--- config.mk ---
export PLATFORM = sky130hd
export DESIGN_NAME = stepper_reply_frame_parser
export DESIGN_NICKNAME = d
export VERILOG_FILES = /design/src/sv/srfp_pkg.sv /design/src/sv/stepper_reply_frame_parser.sv /design/src/sv/srfp_in_stage.sv /design/src/sv/srfp_assembler.sv /design/src/sv/srfp_out_stage.sv
export SDC_FILE = /design/constraint.sdc
export NUM_CORES = 1
export LEC_CHECK = 0
export ABC_AREA = 1
export BUFFER_PORTS_ARGS = -buffer_cell sky130_fd_sc_hd__buf_2
export CORE_ASPECT_RATIO = 0.8
export CORE_MARGIN = 4
export CORE_UTILIZATION = 50
export CTS_BUF_LIST = sky130_fd_sc_hd__clkbuf_8
export CTS_CLUSTER_DIAMETER = 100
export CTS_CLUSTER_SIZE = 20
export DETAILED_ROUTE_END_ITERATION = 16
export HOLD_SLACK_MARGIN = 0.02
export PLACE_DENSITY = 0.72
export SYNTH_ARGS = -nofsm -noshare
export SYNTH_HDL_FRONTEND = slang
export SYNTH_SLANG_ARGS = --single-unit
export TNS_END_PERCENT = 5
--- constraint.sdc ---
create_clock -name clk_i -period 5.9 [get_ports clk_i]
set_input_delay 0.59 -clock clk_i [delete_from_list [all_inputs] [get_ports clk_i]]
set_output_delay 0.59 -clock clk_i [all_outputs]
set_load 0.02 [all_outputs]
--- src/sv/srfp_pkg.sv ---
`default_nettype none
package srfp_pkg;

  // frame framing bytes
  localparam logic [7:0] TAIL_BYTE  = 8'h6B;
  localparam logic [7:0] CMD_POS    = 8'h36;
  localparam logic [7:0] CMD_STATUS = 8'h3A;

  // frame lengths in bytes
  localparam logic [3:0] LEN_STATUS = 4'd4;
  localparam logic [3:0] LEN_POS    = 4'd8;
  localparam logic [3:0] LEN_MAX    = 4'd8;

  // bytes kept for decode: address, command, sign or status, four count bytes
  localparam int unsigned STORE_DEPTH = 7;

  // status byte bit positions
  localparam int unsigned ST_ENABLED    = 0;
  localparam int unsigned ST_REACHED    = 1;
  localparam int unsigned ST_STALL      = 2;
  localparam int unsigned ST_STALL_PROT = 3;
  localparam int unsigned ST_LEFT_LIM   = 4;
  localparam int unsigned ST_RIGHT_LIM  = 5;
  localparam int unsigned ST_BIT_SEVEN  = 7;

  typedef enum logic [0:0] {
    KIND_STATUS = 1'b0,
    KIND_POS    = 1'b1
  } frame_kind_e;

  // one decoded frame
  typedef struct packed {
    frame_kind_e frame_kind;
    logic [7:0]  motor_addr;
    logic [7:0]  status_raw;
    logic        enabled_flag;
    logic        reached_flag;
    logic        stall_flag;
    logic        stall_protect_flag;
    logic        left_limit_flag;
    logic        right_limit_flag;
    logic        bit_seven_flag;
    logic        pos_negative;
    logic [31:0] pos_count;
  } result_t;

  // assembler state seen from outside
  typedef struct packed {
    logic [3:0] byte_count;
    logic [3:0] expected_length;
  } asm_status_t;

endpackage
`default_nettype wire

--- src/sv/stepper_reply_frame_parser.sv ---
`default_nettype none
// Reply frame parser for a stepper driver's UART stream. Each input item is
// one received byte; frames are address, command, payload, tail 0x6B. Command
// 0x3A gives a 4-byte status frame, 0x36 an 8-byte position frame; any other
// command drops the two bytes taken. A frame with a bad tail is dropped with
// no result. A good frame gives one result item, passing through the input
// register and then the result register after its tail byte is accepted. One
// byte is taken every cycle; the only stall is a result held on the output side.
module stepper_reply_frame_parser (
  input  wire logic        clk_i,
  input  wire logic        rst_ni,
  input  wire logic        s_axis_tvalid_i,
  output logic             s_axis_tready_o,
  input  wire logic [7:0]  s_axis_tdata_i,   // [7:0] rx_byte
  output logic             m_axis_tvalid_o,
  input  wire logic        m_axis_tready_i,
  // [7:0] motor_addr, [15:8] status_raw, [16] enabled_flag, [17] reached_flag,
  // [18] stall_flag, [19] stall_protect_flag, [20] left_limit_flag,
  // [21] right_limit_flag, [22] bit_seven_flag, [23] pos_negative,
  // [55:24] pos_count
  output logic [55:0]      m_axis_tdata_o,
  output logic             m_axis_tuser_o    // [0] frame_kind
);

  logic                  stall;
  logic                  in_valid;
  logic [7:0]            in_byte;
  logic                  step;
  logic                  res_valid;
  srfp_pkg::result_t     res, out_res;
  srfp_pkg::asm_status_t stat;

  // the held result blocks the pipe only while not taken
  assign stall = m_axis_tvalid_o && !m_axis_tready_i;
  assign step  = in_valid && !stall;

  srfp_in_stage u_in (
    .clk_i      (clk_i),
    .rst_ni     (rst_ni),
    .s_tvalid_i (s_axis_tvalid_i),
    .s_tready_o (s_axis_tready_o),
    .s_tdata_i  (s_axis_tdata_i),
    .stall_i    (stall),
    .valid_o    (in_valid),
    .byte_o     (in_byte)
  );

  srfp_assembler u_asm (
    .clk_i       (clk_i),
    .rst_ni      (rst_ni),
    .step_i      (step),
    .byte_i      (in_byte),
    .res_valid_o (res_valid),
    .res_o       (res),
    .stat_o      (stat)
  );

  srfp_out_stage u_out (
    .clk_i      (clk_i),
    .rst_ni     (rst_ni),
    .load_i     (res_valid),
    .res_i      (res),
    .m_tready_i (m_axis_tready_i),
    .m_tvalid_o (m_axis_tvalid_o),
    .res_o      (out_res)
  );

  // pack the result item
  assign m_axis_tuser_o = out_res.frame_kind;
  assign m_axis_tdata_o = {out_res.pos_count,
                           out_res.pos_negative,
                           out_res.bit_seven_flag,
                           out_res.right_limit_flag,
                           out_res.left_limit_flag,
                           out_res.stall_protect_flag,
                           out_res.stall_flag,
                           out_res.reached_flag,
                           out_res.enabled_flag,
                           out_res.status_raw,
                           out_res.motor_addr};

  // byte count stays inside the longest frame
  a_count_range: assert property (@(posedge clk_i) disable iff (!rst_ni)
    stat.byte_count < srfp_pkg::LEN_MAX)
    else $error("byte count out of range");

  // past the command byte a valid length is always held
  a_len_held: assert property (@(posedge clk_i) disable iff (!rst_ni)
    (stat.byte_count >= 4'd2) |->
      (stat.expected_length == srfp_pkg::LEN_STATUS ||
       stat.expected_length == srfp_pkg::LEN_POS))
    else $error("no frame length held past command byte");

  // a new result follows a completed frame
  a_result_cause: assert property (@(posedge clk_i) disable iff (!rst_ni)
    (m_axis_tvalid_o && !$past(m_axis_tvalid_o)) |->
      $past(step && (stat.byte_count + 4'd1 == stat.expected_length) &&
            in_byte == srfp_pkg::TAIL_BYTE))
    else $error("result without a completed frame");

  // a frame can only complete once the previous result can move
  a_no_overrun: assert property (@(posedge clk_i) disable iff (!rst_ni)
    stall |-> !res_valid)
    else $error("result produced while output stalled");

endmodule
`default_nettype wire

--- src/sv/srfp_in_stage.sv ---
`default_nettype none
module srfp_in_stage (
  input  wire logic       clk_i,
  input  wire logic       rst_ni,
  input  wire logic       s_tvalid_i,
  output logic            s_tready_o,
  input  wire logic [7:0] s_tdata_i,
  input  wire logic       stall_i,
  output logic            valid_o,
  output logic [7:0]      byte_o
);

  logic       valid_q, valid_d;
  logic [7:0] byte_q, byte_d;
  logic       take;

  // accept when the stage is empty or the held item moves on this cycle
  assign s_tready_o = !valid_q || !stall_i;
  assign take       = s_tvalid_i && s_tready_o;

  always_comb begin
    valid_d = valid_q;
    byte_d  = byte_q;
    if (take) begin
      valid_d = 1'b1;
      byte_d  = s_tdata_i;
    end else if (!stall_i) begin
      valid_d = 1'b0;
    end
  end

  // control
  always_ff @(posedge clk_i or negedge rst_ni) begin
    if (!rst_ni) begin
      valid_q <= 1'b0;
    end else begin
      valid_q <= valid_d;
    end
  end

  // payload
  always_ff @(posedge clk_i) begin
    byte_q <= byte_d;
  end

  assign valid_o = valid_q;
  assign byte_o  = byte_q;

endmodule
`default_nettype wire

--- src/sv/srfp_assembler.sv ---
`default_nettype none
module srfp_assembler (
  input  wire logic           clk_i,
  input  wire logic           rst_ni,
  input  wire logic           step_i,
  input  wire logic [7:0]     byte_i,
  output logic                res_valid_o,
  output srfp_pkg::result_t   res_o,
  output srfp_pkg::asm_status_t stat_o
);

  logic [3:0] count_q, count_d;
  logic [3:0] exp_q, exp_d;
  logic [7:0] store_q [srfp_pkg::STORE_DEPTH];
  logic [3:0] count_eff, exp_eff, count_nxt;
  logic       len_ok;
  logic       done;

  // a count at or past the longest frame length restarts at byte 0
  assign count_eff = (count_q >= srfp_pkg::LEN_MAX) ? 4'd0 : count_q;
  assign exp_eff   = (count_q >= srfp_pkg::LEN_MAX) ? 4'd0 : exp_q;
  assign count_nxt = count_eff + 4'd1;
  assign len_ok    = (exp_eff == srfp_pkg::LEN_STATUS) || (exp_eff == srfp_pkg::LEN_POS);

  // next count and expected length
  always_comb begin
    count_d = count_q;
    exp_d   = exp_q;
    done    = 1'b0;
    if (step_i) begin
      count_d = count_nxt;
      exp_d   = exp_eff;
      if (count_nxt == 4'd2) begin
        if (byte_i == srfp_pkg::CMD_STATUS) begin
          exp_d = srfp_pkg::LEN_STATUS;
        end else if (byte_i == srfp_pkg::CMD_POS) begin
          exp_d = srfp_pkg::LEN_POS;
        end else begin
          count_d = 4'd0;
          exp_d   = 4'd0;
        end
      end else if (count_nxt != 4'd1) begin
        if (!len_ok) begin
          count_d = 4'd0;
          exp_d   = 4'd0;
        end else if (count_nxt >= exp_eff) begin
          count_d = 4'd0;
          exp_d   = 4'd0;
          done    = 1'b1;
        end
      end
    end
  end

  // the tail is the byte arriving as the frame completes
  assign res_valid_o = done && (byte_i == srfp_pkg::TAIL_BYTE);

  // decode from the stored frame bytes
  always_comb begin
    res_o            = '0;
    res_o.motor_addr = store_q[0];
    if (exp_eff == srfp_pkg::LEN_POS) begin
      res_o.frame_kind   = srfp_pkg::KIND_POS;
      res_o.pos_negative = (store_q[2] != 8'd0);
      res_o.pos_count    = {store_q[3], store_q[4], store_q[5], store_q[6]};
    end else begin
      res_o.frame_kind         = srfp_pkg::KIND_STATUS;
      res_o.status_raw         = store_q[2];
      res_o.enabled_flag       = store_q[2][srfp_pkg::ST_ENABLED];
      res_o.reached_flag       = store_q[2][srfp_pkg::ST_REACHED];
      res_o.stall_flag         = store_q[2][srfp_pkg::ST_STALL];
      res_o.stall_protect_flag = store_q[2][srfp_pkg::ST_STALL_PROT];
      res_o.left_limit_flag    = store_q[2][srfp_pkg::ST_LEFT_LIM];
      res_o.right_limit_flag   = store_q[2][srfp_pkg::ST_RIGHT_LIM];
      res_o.bit_seven_flag     = store_q[2][srfp_pkg::ST_BIT_SEVEN];
    end
  end

  // control state
  always_ff @(posedge clk_i or negedge rst_ni) begin
    if (!rst_ni) begin
      count_q <= 4'd0;
      exp_q   <= 4'd0;
    end else begin
      count_q <= count_d;
      exp_q   <= exp_d;
    end
  end

  // frame bytes, the tail byte of a position frame is never kept
  always_ff @(posedge clk_i) begin
    for (int i = 0; i < srfp_pkg::STORE_DEPTH; i++) begin
      if (step_i && (count_eff == 4'(i))) begin
        store_q[i] <= byte_i;
      end
    end
  end

  assign stat_o.byte_count      = count_q;
  assign stat_o.expected_length = exp_q;

endmodule
`default_nettype wire

--- src/sv/srfp_out_stage.sv ---
`default_nettype none
module srfp_out_stage (
  input  wire logic              clk_i,
  input  wire logic              rst_ni,
  input  wire logic              load_i,
  input  wire srfp_pkg::result_t res_i,
  input  wire logic              m_tready_i,
  output logic                   m_tvalid_o,
  output srfp_pkg::result_t      res_o
);

  logic              valid_q, valid_d;
  srfp_pkg::result_t res_q, res_d;

  always_comb begin
    valid_d = valid_q;
    res_d   = res_q;
    if (load_i) begin
      valid_d = 1'b1;
      res_d   = res_i;
    end else if (m_tready_i) begin
      valid_d = 1'b0;
    end
  end

  // control
  always_ff @(posedge clk_i or negedge rst_ni) begin
    if (!rst_ni) begin
      valid_q <= 1'b0;
    end else begin
      valid_q <= valid_d;
    end
  end

  // payload
  always_ff @(posedge clk_i) begin
    res_q <= res_d;
  end

  assign m_tvalid_o = valid_q;
  assign res_o      = res_q;

endmodule
`default_nettype wire
[After elaboration in Yosys (flattened, before gate mapping)]
Memory sizes are Yosys's and may differ from the RTL's. A register that Yosys moved wholly into a read port is not among the register bits.
Index checks and enable logic that the tools add are counted.
Word-level totals
  memories: 1
  bits in latches: 0
  bits in read-only memories: 0
  input port bits: 12
  register bits: 35
  memory bits (writable): 56
  output and inout port bits: 59
Operators by class
  muxes and demuxes: 56
  div/mod/pow operators: 0
  reductions and logical operators: 29
  multiply operators: 0
  $lt $le $gt $ge: 2
  add/sub/neg operators: 1
  bitwise operators: 0
  shifts and indexed selects: 0
  equality and inequality tests: 14
Memory list
  u_asm.store_q: depth 7, bits a word 8, rd ports 6, clocked after Yosys merged registers in 5, wr ports 1, RTL line srfp_assembler.sv:14  | logic [7:0] store_q [srfp_pkg::STORE_DEPTH];
Operators by type and width (count)
  4-bit two-way mux: 14
  8-bit two-way mux: 6
  8-bit OR reduction: 6
  1-bit two-way mux: 30
  3-bit two-way mux: 6
  4-bit by 3-bit equality test with 1-bit output (second input constant): 4
  8-bit by 6-bit equality test with 1-bit output (second input constant): 2
  4-bit by 2-bit equality test with 1-bit output (second input constant): 3
  1-bit logical AND: 11
  8-bit by 7-bit equality test with 1-bit output (second input constant): 1
  8-bit nonzero test: 1
  1-bit logical NOT: 7
  4-bit by 1-bit adder with 4-bit output (second input constant): 1
  4-bit by 1-bit equality test with 1-bit output (second input constant): 1
  4-bit equality test (second input constant): 1
  4-bit >= comparator: 1
  4-bit >= comparator (second input constant): 1
  4-bit logical NOT: 1
  4-bit by 1-bit != test with 1-bit output (second input constant): 1
  1-bit logical OR: 2
  2-bit != test (second input constant): 1
  2-bit nonzero test: 1

[Logic depth before layout (Yosys ltp)]
Gate-level depths: netlist (run 1).
  word-level depth: 14
  gate-level depth with buffers: 15
  mapped depth without buffers: 15

[Cells and area by module]
From an unflattened synthesis (run 1), not the netlist that was laid out.
Unflattened totals
  cell total of the unflattened synthesis: 343
  area total of the unflattened synthesis: 4694.5 um^2
By module, submodules not included
  srfp_assembler: sequential area each 1641.6 um^2, area an instance 2637.5 um^2, times used 1, cells each 263
  srfp_out_stage: sequential area each 1736.7 um^2, area an instance 1751.7 um^2, times used 1, cells each 62
  srfp_in_stage: sequential area each 265.3 um^2, area an instance 281.5 um^2, times used 1, cells each 13
  stepper_reply_frame_parser: sequential area each 0.0 um^2, area an instance 23.8 um^2, times used 1, cells each 5

[Least setup slack after synthesis (run 1)]
OpenSTA, ideal clock, no wires.
  path kind: flip-flop to flip-flop
  start: reg u_asm.count_q[3]
  end: reg u_out.res_o[0] (netlist name)
  data arrival time: 3.748 ns
  slack: 1.695 ns
  path buffers: 0
  library setup time: 0.458 ns
  data required time: 5.442 ns
  cell stages (with the launch flop): 12
  period minus slack after synthesis: 4.205 ns
  cells stage by stage: dfrtp_1 nor2_1 ha_1 ha_1 inv_1 ha_1 nand2_1 inv_1 nand2_1 nand2_1 inv_1 nor2_1
On the way
  word-level cells in the longest chain between the ends: 10
  elaborated cells between the ends (all ways): 17
  classes of those cells: add/sub (1); order compare (2); eq/ne (4); mux (7); reduce/logical (3)
Ends and longest elaborated chain
  from (decl): RTL line srfp_assembler.sv:12  | logic [3:0] count_q, count_d;
  from (signal assigned): RTL line srfp_assembler.sv:85  | count_q <= count_d;
  4-bit >= comparator: RTL line srfp_assembler.sv:20, srfp_assembler.sv:21
  4-bit two-way mux: RTL line srfp_assembler.sv:20  | assign count_eff = (count_q >= srfp_pkg::LEN_MAX) ? 4'd0 : count_q;
  4-bit by 1-bit adder with 4-bit output: RTL line srfp_assembler.sv:22  | assign count_nxt = count_eff + 4'd1;
  4-bit >= comparator: RTL line srfp_assembler.sv:46  | end else if (count_nxt >= exp_eff) begin
  1-bit two-way mux: RTL line srfp_assembler.sv:46
  1-bit two-way mux: RTL line srfp_assembler.sv:43  | if (!len_ok) begin
  1-bit two-way mux: RTL line srfp_assembler.sv:42  | end else if (count_nxt != 4'd1) begin
  1-bit two-way mux (*): RTL line srfp_assembler.sv:33  | if (count_nxt == 4'd2) begin
  1-bit two-way mux (*): RTL line srfp_assembler.sv:30  | if (step_i) begin
  1-bit logical AND (*): RTL line srfp_assembler.sv:56  | assign res_valid_o = done && (byte_i == srfp_pkg::TAIL_BYTE);
  via res_valid: RTL line stepper_reply_frame_parser.sv:29  | logic res_valid;
Mark *: on every way through the listed nets, which the timed path passes. The rest lies on a longest branch.
A chain may end at the register's enable or synchronous reset.

[Worst setup path in the final report (run 1)]
  start: reg u_asm.count_q[3]
  end: reg u_out.res_o[55] (netlist name)
On the way
  word-level cells in the longest chain between the ends: 10
  elaborated cells between the ends (all ways): 16
  classes of those cells: add/sub (1); order compare (2); eq/ne (4); mux (7); reduce/logical (2)
Ends and longest elaborated chain (RTL line)
  4-bit >= comparator: srfp_assembler.sv:20, srfp_assembler.sv:21
  4-bit two-way mux: srfp_assembler.sv:20
  4-bit by 1-bit adder with 4-bit output: srfp_assembler.sv:22
  4-bit >= comparator: srfp_assembler.sv:46
  1-bit two-way mux: srfp_assembler.sv:46
  1-bit two-way mux: srfp_assembler.sv:43
  1-bit two-way mux: srfp_assembler.sv:42
  1-bit two-way mux (*): srfp_assembler.sv:33
  1-bit two-way mux (*): srfp_assembler.sv:30
  1-bit logical AND (*): srfp_assembler.sv:56
  via res_valid: stepper_reply_frame_parser.sv:29
Marks and branches as above.

==> metrics.txt, run 1 <==
status complete, no violations; vias in the first global route 2371; depth of the CTS H-tree 4; Area Growth Syn to Fin 19.2%; standard-cell row count 30; clk buf depth 2; Skew-Pair Late Insertion Delay 0.42 ns; top cell type's share of synthesized area 71.5%; slew of the pin with the lowest slew margin 1.17 ns; post-CTS sizing 0; drt pass-1 iters 4; Synth Warn # 0; Critical Path Sink Type register; grt total ovfl 0; max cap viols 0; Max-slew headroom 21.7%; initial DRC count 119; Sequential Area 0.00343 mm2; post-synthesis instance total 331; post-route clock skew 0.0114 ns; postcts setup bufs 0; Mapped Nets 353; post-DP HPWL 4.94 mm; post-route ant nets 0; cell area after technology mapping 0.00445 mm2; I/O pins 71; post-route setup TNS 0 ns; Post-synth top cells 106 x edfxtp_1, 66 x inv_1, 61 x nor2_1; Die W 113 um; Pleak 2.25 nW; CP startpoint kind register; routed length per instance 13.9 um; crit path time final 2.83 ns; GP Congestion 0.861; CTS tree done; final worst-path cycle share 48.0%; Worst Hold Class primary input to register; sequential area share after synthesis 77.1%; area of the multi-input gates 697 um2; Worst VDD drop 0.267 mV; final WL 7.41 mm; total CTS buffers 17; first-pass GRT wire length 11.9 mm; antenna diode count 0; mean number of vias per cell 4.68; top cells by area, synth edfxtp_1 72%, dfrtp_1 5.6%, inv_1 5.6%; #FFs+latches synth 116; via count 2506; clock sink count 116; Hold Fails Final Rpt 0; pin count of the biggest net entering global routing 51; area of the core 0.00860 mm2; Hold Path Depth 1; asr flop ratio synth 8.62%; Max Clock Freq 0.353 GHz; fin. max-slew vios 0; PwrDens 390 mW/mm2; GRT Total Usage 15.4%; # DRC 0; root buffer cell clkbuf_8; cell taking the most area after synthesis edfxtp_1; kind of critical path register to register; unrepaired setup endpoints after global routing no; nets 433; fillers 645; ys flop type edfxtp_1; most common cell in the netlist edfxtp_1; port buffer count 70; Syn Area/Cell 13.4 um2; library cells used by synthesis 25; Die Y 92.4 um; CTS Hold Bufs 1; die area 0.0105 mm2; crit path DAT 2.89 ns; share of layout cells above drive strength 1 27.4%; EDFF count, synth 106; Crit Path Max Fanout 50; Worst Path Required 5.96 ns; Worst Reg-to-Reg Cells 12; total power 0.00207 W; initial antenna violation count 0; Setup-failing EPs final 0; Initial Util 51.8%; CTS clk-pin slew, worst paths 0.07 ns
## cell families after synthesis
group,count (synthesis),share of synthesized area [%]
AND/OR/NAND/NOR,116,11.4
flip-flops,116,77.1
AO/OA/AOI/OAI,10,1.26
buffers and inverters,79,7.39
adder cells (fa/ha/maj),10,2.81
## per-layer routing
layer	GRT usage (%)	vias to the layer above	part of all wire (%)	wire (um)
met5	0	-	0	0
met3	6.27	12	8.0	594
met4	5.61	0	1.1	82
met1	20.8	1163	45	3350
met2	22.5	89	46	3390
li1	-	1242	-	-
## sequential cells by signal, indices dropped and copies added, names as in the netlist
signal,count
u_in.valid_o,1
u_asm.exp_q,4
u_out.res_o,50
u_out.m_tvalid_o,1
u_asm.count_q,4
u_in.byte_o,8
u_asm.store_q,48
## per-stage QoR
stage / cell area [um2] / utilization [%] / worst slack (ns) / hold WS (ns) / instances
after global placement: 4890 / 56.8 / 3.11 / 0.404 / 503
final: 5310 / 61.7 / 3.07 / 0.342 / 535
after CTS: 5310 / 61.7 / 3.03 / 0.316 / 535
after global routing: 5310 / 61.7 / 2.85 / 0.313 / 535
after floorplan: 4450 / - / 1.69 / 0.294 / 331
after detailed placement: 4890 / 56.8 / 3.05 / 0.405 / 503
## power by group
| group | total [W] | switching (W) | internal (W) |
|---|---|---|---|
| combinational | 0.000312 | 0.000219 | 0.0000937 |
| sequential | 0.00101 | 0.0000332 | 0.000977 |
| clock | 0.000746 | 0.000326 | 0.000420 |
## cell usage in the layout (no fill, tap or decap), drive strengths merged
cell	n
o22ai	2
nand2	34
nor4	2
clkinv	6
ha	10
nand3	11
dfrtp	10
inv	71
o21ai	4
nor2	63
a21oi	4
bufinv	3
nor3	5
clkbuf	17
clkinvlp	2
buf	71
dlygate4sd3	1
edfxtp	106
nand4	1
## critical path, cell delays in order, from the launching register on
cell and delay (ns):
dfrtp_1 0.45, nor2_1 0.34, ha_1 0.22, ha_1 0.19
inv_1 0.08, ha_1 0.27, nand2_1 0.05, inv_1 0.05
nand2_1 0.07, nand2_1 0.06, inv_1 0.07, nor2_4 0.09
buf_4 0.49
## path summary, 6_finish.rpt
| check | from | end | slack, ns |
|---|---|---|---|
| worst min-delay path | s_axis_tdata_i[2] | u_in.byte_o[2] | 0.34 |
| max in group asynchronous | rst_ni | u_asm.count_q[3] | 5.15 |
| min in group asynchronous | rst_ni | u_asm.count_q[2] | 0.55 |
| worst max register to register | u_asm.count_q[3] | u_out.res_o[55] | 3.07 |
| worst min register to register | u_asm.store_q[0][5] | u_out.res_o[53] | 0.42 |
| worst max-delay path | u_asm.count_q[3] | u_out.res_o[55] | 3.07 |
## layout make-up
cell class                      instances  share of cell area (%)
Clock inverter                         14                    3.32
Multi-Input combinational cell        136                    13.1
Sequential cell                       116                    64.7
Tap cell                              112                    2.64
Inverter                               68                    4.86
Timing Repair Buffer                   72                    6.93
Clock buffer                           17                    4.41
No activity file was read; power rests on OpenSTA's default activity.
==> run 2: changes to the inputs <==
--- a/config.mk
+++ b/config.mk
@@ -15,7 +15,7 @@
 export CTS_CLUSTER_SIZE = 20
 export DETAILED_ROUTE_END_ITERATION = 16
 export HOLD_SLACK_MARGIN = 0.02
-export PLACE_DENSITY = 0.72
+export PLACE_DENSITY = 0.75
 export SYNTH_ARGS = -nofsm -noshare
 export SYNTH_HDL_FRONTEND = slang
 export SYNTH_SLANG_ARGS = --single-unit
==> constraint.sdc (replaced) <==
create_clock -name clk_i -period 2.3 [get_ports clk_i]
set_input_delay 0.23 -clock clk_i [delete_from_list [all_inputs] [get_ports clk_i]]
set_output_delay 0.23 -clock clk_i [all_outputs]
set_load 0.02 [all_outputs]
==> run 2 against run 1 <==
The run now ends with negative setup slack left. Sequential share of layout area is 5.4 points lower. Non-clock buffer count up 37. Clock power increased by 150%. Critical endpoint is now u_out.res_o[18]. Highest routed layer unchanged.
==> metrics.txt, run 2 (same netlist as run 1, synthesis figures left out) <==
reg2reg setup slack -0.005 ns (was 3.07 ns); depth of the CTS H-tree 4 (unchanged); Reg power frac 46.5% (was 48.8%); DR top layer met4 (unchanged); Max-slew headroom 73.2% (was 21.7%); Die W 113 um (unchanged); nets 470 (was 433); wire length on met3 636 um (was 594 um); vias in the first global route 2500 (was 2371); first-pass GRT wire length 12.6 mm (was 11.9 mm); CTS clk-pin slew, worst paths 0.07 ns (about the same); critical path cell sequence nor2_4, ha_4, ha_4, inv_2, ha_4, nand2_1, inv_1, nand2_2, nand2_2, inv_2, nor2_4, buf_12, clkbuf_16 (was nor2_1, ha_1, ha_1, inv_1, ha_1, nand2_1, inv_1, nand2_1, nand2_1, inv_1, nor2_4, buf_4); crit path DAT 2.43 ns (was 2.89 ns); PwrDens 960 mW/mm2 (was 390 mW/mm2); # DRC 0 (unchanged); cell total after placement 514 (was 503); Area Growth Syn to Fin 30.1% (was 19.2%); cell family with most CP delay adder cells (was buffers and inverters); Die Y 92.4 um (unchanged); drt pass-1 iters 4 (unchanged); total CTS buffers 17 (unchanged); Critical Path Sink Type register (unchanged); clock share of power 33.5% (was 36.1%); mean number of vias per cell 4.61 (was 4.68); grt total ovfl 0 (unchanged); post-route clock skew 0.0129 ns (was 0.0114 ns); slew of the pin with the lowest slew margin 0.403 ns (was 1.17 ns); switching share of power 28.1% (was 27.9%); failing checks negative setup slack; Worst VDD drop 0.556 mV (was 0.267 mV); worst slack, placed 0.0234 ns (was 3.05 ns); root buffer cell clkbuf_8 (unchanged); initial DRC count 149 (was 119); max reg flops 50 (unchanged); Hold Fails Final Rpt 0 (unchanged); final WL 8.34 mm (was 7.41 mm); clk buf depth 2 (unchanged); share of layout cells above drive strength 1 34.8% (was 27.4%); slowest CP cell dfrtp_2 (was buf_4); GP Congestion 0.863 (was 0.861); Pleak 2.46 nW (was 2.25 nW); CP bufs+invs 5 (was 4); Sw Pwr 0.00156 W (was 0.000578 W); total power 0.00556 W (was 0.00207 W); antenna diode count 0 (unchanged); via count 2639 (was 2506); combinational power share 20.0% (was 15.1%); most used cell along the critical path ha_4; Skew-Pair Late Insertion Delay 0.42 ns (about the same); max cap viols 0 (unchanged); crit path time final 2.31 ns (was 2.83 ns); Setup-failing EPs final 2 (was 0); final worst-path cycle share 100% (was 48.0%); Worst Hold Class primary input to register (unchanged); port buffer count 70 (unchanged); fillers 595 (was 645); routed length per instance 14.6 um (was 13.9 um); CP startpoint kind register (unchanged); Non-Filler Instances 572 (was 535); Worst Path Required 2.43 ns (was 5.96 ns); die area 0.0105 mm2 (unchanged); clock sink count 116 (unchanged); initial antenna violation count 0 (unchanged); Max Clock Freq 0.434 GHz (was 0.353 GHz); Metal-1 WL 3.46 mm (was 3.35 mm); most common cell after layout, fill and taps aside edfxtp_1 (unchanged); fin util 67.4% (was 61.7%); final instance area 0.00579 mm2 (was 0.00531 mm2); leading cell types in the layout, fill and taps excluded 106 x edfxtp_1, 70 x buf_2, 61 x inv_1, 58 x nor2_1, 26 x nand2_1 (was 106 x edfxtp_1, 70 x buf_2, 66 x inv_1, 60 x nor2_1, 28 x nand2_1); post-route ant nets 0 (unchanged); pin count of the biggest net entering global routing 36 (was 51); CTS tree done (unchanged); area of the core 0.00860 mm2 (unchanged); status finished with violations (was complete, no violations); standard-cell row count 30 (unchanged); slack of the critical path -0.00518 ns (was 3.07 ns); GRT Total Usage 16.1% (was 15.4%); I/O pins 71 (unchanged); post-DP HPWL 5.13 mm (was 4.94 mm); fin. max-slew vios 0 (unchanged); kind of critical path register to register (unchanged); cell internal pwr 0.00400 W (was 0.00149 W); Initial Util 51.8% (unchanged); Slowest Stage Delay on Critical Path 0.45 ns (was 0.49 ns); Area after DPL 0.00504 mm2 (was 0.00489 mm2); met2 routed WL 4.18 mm (was 3.39 mm); Crit Path Max Fanout 8 (was 50)
-- run 2: changes by cell type in the layout (fill, tap and decap cells not counted), sizes merged --
| cell | delta |
|---|---|
| buf | +25 |
| dlygate4sd3 | +9 |
| clkbuf | +3 |
| clkinv | -1 |
| inv | +1 |
-- run 2: path summary, 6_finish.rpt --
path	endpoint	from	depth (start not counted)
min in group asynchronous	u_in.valid_o	rst_ni	2
worst max-delay path	u_out.res_o[18]	u_asm.count_q[3]	13
worst max register to register	u_out.res_o[18]	u_asm.count_q[3]	13
worst min-delay path	u_in.valid_o	m_axis_tready_i	4
max in group asynchronous	u_asm.count_q[3]	rst_ni	2
worst min register to register	u_out.res_o[51]	u_asm.store_q[0][3]	0
-- run 2: metal layers --
| layer | global-route usage (%) | up-vias |
|---|---|---|
| met1 | 20.6 | 1230 |
| li1 | - | 1314 |
| met2 | 25.8 | 87 |
| met5 | 0 | - |
| met3 | 6.14 | 8 |
| met4 | 4.60 | 0 |
-- run 2: power by group through the flow --
| stage | combinational [W] | sequential [W] | clock [W] |
|---|---|---|---|
| floorplan | 0.000692 | 0.00261 | 0 |
| detailed placement | 0.000893 | 0.00263 | 0 |
| finish | 0.00111 | 0.00258 | 0.00186 |
| global route | 0.00124 | 0.00260 | 0.00202 |
| CTS | 0.000922 | 0.00259 | 0.00188 |
| global placement | 0.000868 | 0.00263 | 0 |
-- run 2: area by class of cell --
class | instances | area [um2] | share of cell area, %
multi-input cells | 136 | 788 | 13.6
well taps | 112 | 140 | 2.42
clock inverters | 14 | 163 | 2.81
clock buffers | 17 | 234 | 4.04
flip-flops and latches | 116 | 3430 | 59.3
inverters | 68 | 258 | 4.45
repair buffers | 109 | 773 | 13.4
-- run 2: what timing repair did --
action / in CTS / in global routing
endpoints found under the hold margin: 19 / 0
gates resized for setup: 0 / 10
hold buffers: 10 / 0
setup buffers: 0 / 11
setup endpoints to repair: 0 / 50
-- run 2: worst min-delay path: cells and delay by family --
family,cells,cell delay [ns]
simple gates,3,0.18
buf+inv,1,0.08
-- run 2: stage by stage --
step / setup TNS (ns) / hold WS (ns)
after floorplan: -17.72 / -0.0656
after global placement: 0 / 0.0937
after detailed placement: 0 / 0.0981
after CTS: 0 / 0.101
after global routing: -1.68 / 0.141
final: -0.0103 / 0.117
==> run 3: changes to the inputs <==
--- a/config.mk
+++ b/config.mk
@@ -7,7 +7,7 @@
 export LEC_CHECK = 0
 export ABC_AREA = 1
 export BUFFER_PORTS_ARGS = -buffer_cell sky130_fd_sc_hd__buf_2
-export CORE_ASPECT_RATIO = 0.8
+export CORE_ASPECT_RATIO = 1.5
 export CORE_MARGIN = 4
 export CORE_UTILIZATION = 50
 export CTS_BUF_LIST = sky130_fd_sc_hd__clkbuf_8
==> run 3 against run 2 <==
Die area increased by 0.21%. Clock skew about the same. Largest cell class unchanged. Sequential power about the same. The flow still finishes with violations (negative setup slack). Maximum frequency increased by 0.12%. Wire length decreased by 0.16%. Critical path depth unchanged. First-iteration DRC count increased by 6.0%. Combinational power about the same. Count of clock-buffer cells in the layout unchanged. Hold slack got worse by 0.023 ns.
==> metrics.txt, run 3 (same netlist as run 1, synthesis figures left out) <==
root buffer cell clkbuf_8 (unchanged); antenna diode count 0 (unchanged); initial antenna violation count 0 (unchanged); cell total after placement 513 (was 514); final instance area 0.00581 mm2 (was 0.00579 mm2); Initial Util 52.0% (was 51.8%); Non-Filler Instances 568 (was 572); mean number of vias per cell 4.81 (was 4.61); first-pass GRT wire length 12.2 mm (was 12.6 mm); R2R Path Start u_asm.count_q[3] (unchanged); crit path launch u_asm.count_q[3] (unchanged); Setup-failing EPs final 6 (was 2); pin count of the biggest net entering global routing 27 (was 36); GRT Total Usage 16.0% (was 16.1%); I/O pins 71 (unchanged); crit path DAT 2.46 ns (was 2.43 ns); post-route ant nets 0 (unchanged); area of the core 0.00857 mm2 (was 0.00860 mm2); Area after DPL 0.00508 mm2 (was 0.00504 mm2); Worst VDD drop 0.726 mV (was 0.556 mV); Worst Setup EP u_out.res_o[45] (was u_out.res_o[18]); GP Congestion 0.817 (was 0.863); most common cell after layout, fill and taps aside edfxtp_1 (unchanged); routed length per instance 14.7 um (was 14.6 um); status finished with violations (unchanged); clk buf depth 2 (unchanged); depth of the CTS H-tree 4 (unchanged); final worst-path cycle share 100% (about the same); CTS tree done (unchanged); CP startpoint kind register (unchanged); crit path time final 2.30 ns (was 2.31 ns); initial DRC count 158 (was 149); die area 0.0105 mm2 (about the same); Worst Hold Class primary input to register (unchanged); Die W 85.0 um (was 113 um); post-route clock skew 0.0134 ns (was 0.0129 ns); share of layout cells above drive strength 1 35.4% (was 34.8%); CTS clk-pin slew, worst paths 0.07 ns (about the same); Pleak 2.46 nW (about the same); Critical Path Sink Type register (unchanged); max reg flops 50 (unchanged); Max-slew headroom 75.3% (was 73.2%); via count 2733 (was 2639); fin. max-slew vios 0 (unchanged); port buffer count 70 (unchanged); Worst Reg-to-Reg Cells 13 (unchanged); post-route setup TNS -0.00873 ns (was -0.0103 ns); max cap viols 0 (unchanged); post-DP HPWL 5.31 mm (was 5.13 mm); clock sink count 116 (unchanged); Die Y 124 um (was 92.4 um); Hold Fails Final Rpt 0 (unchanged); vias in the first global route 2570 (was 2500); reg2reg setup slack -0.002 ns (was -0.005 ns); leading cell types in the layout, fill and taps excluded 106 x edfxtp_1, 70 x buf_2, 58 x inv_1, 58 x nor2_1, 23 x nand2_1 (was 106 x edfxtp_1, 70 x buf_2, 61 x inv_1, 58 x nor2_1, 26 x nand2_1); grt total ovfl 0 (unchanged); Max Clock Freq 0.434 GHz (about the same); unrepaired setup endpoints after global routing yes; Crit Path Max Fanout 7 (was 8); standard-cell row count 41 (was 30); final WL 8.33 mm (was 8.34 mm); kind of critical path register to register (unchanged); Worst Path Required 2.45 ns (was 2.43 ns); slack of the critical path -0.00241 ns (was -0.00518 ns); drt pass-1 iters 4 (unchanged); Area Growth Syn to Fin 30.5% (was 30.1%); fillers 540 (was 595); slew of the pin with the lowest slew margin 0.370 ns (was 0.403 ns); total CTS buffers 17 (unchanged); failing checks negative setup slack (unchanged); worst slack, placed 0.0366 ns (was 0.0234 ns); # DRC 0 (unchanged); Skew-Pair Late Insertion Delay 0.44 ns (was 0.42 ns); nets 470 (unchanged); capture point of the worst reg-to-reg path u_out.res_o[45] (was u_out.res_o[18]); PwrDens 974 mW/mm2 (was 960 mW/mm2)
## run 3: through the flow
step	hold WS [ns]	total power (W)	utilization, %
floorplan	-0.0656	0.00330	-
global placement	0.103	0.00347	59.3
detailed placement	0.112	0.00353	59.3
CTS	0.0698	0.00546	65.3
global route	0.119	0.00596	67.8
finish	0.0944	0.00566	67.8
## run 3: worst min path at each step
stage                     from               end  slack (ns)  depth (start not counted)
3_5_place_dp            rst_ni    u_asm.exp_q[0]        0.11                          1
2_1_floorplan           rst_ni  u_asm.count_q[0]       -0.07                          0
6_report       m_axis_tready_i      u_in.valid_o        0.09                          4
5_1_grt        m_axis_tready_i      u_in.valid_o        0.12                          4
3_3_place_gp            rst_ni    u_asm.exp_q[1]        0.10                          1
4_1_cts        m_axis_tready_i      u_in.valid_o        0.07                          4
## run 3: routing by layer
layer / track usage (%) / wire [um]
met1: 15.4 / 2850
met2: 28.6 / 4620
met3: 6.40 / 600
met4: 8.71 / 255
met5: 0 / 0
## run 3: layout make-up
class                           count  area [um2]  share of cell area, %
Clock buffer                       17         234                   4.03
Sequential cell                   116        3430                   59.1
Timing Repair Buffer              109         766                   13.2
Tap cell                          107         134                   2.31
Multi-Input combinational cell    136         792                   13.6
Inverter                           68         260                   4.48
Clock inverter                     15         188                   3.23
## run 3: timing repair
item,4_1_cts,5_1_grt
gates resized for setup,0,10
endpoints found under the hold margin,19,0
endpoints found under the setup margin,0,50
hold buffers,10,0
setup buffers,0,8
## run 3: critical path, stage by stage, from the launching register on
cell and delay (ns):
dfrtp_2 0.49, nor2_4 0.19, inv_2 0.07, ha_4 0.27
inv_2 0.04, ha_4 0.25, nand2_2 0.04, nand2_2 0.06
nand2_2 0.06, nand2_2 0.06, inv_2 0.05, nor2_4 0.12
buf_12 0.16, clkbuf_16 0.16
## run 3: where the power goes
group	switching, W	internal (W)	total (W)	leakage [nW]
clock	0.000794	0.00117	0.00196	0.208
combinational	0.000694	0.000424	0.00112	1.15
sequential	0.0000759	0.00250	0.00258	1.10
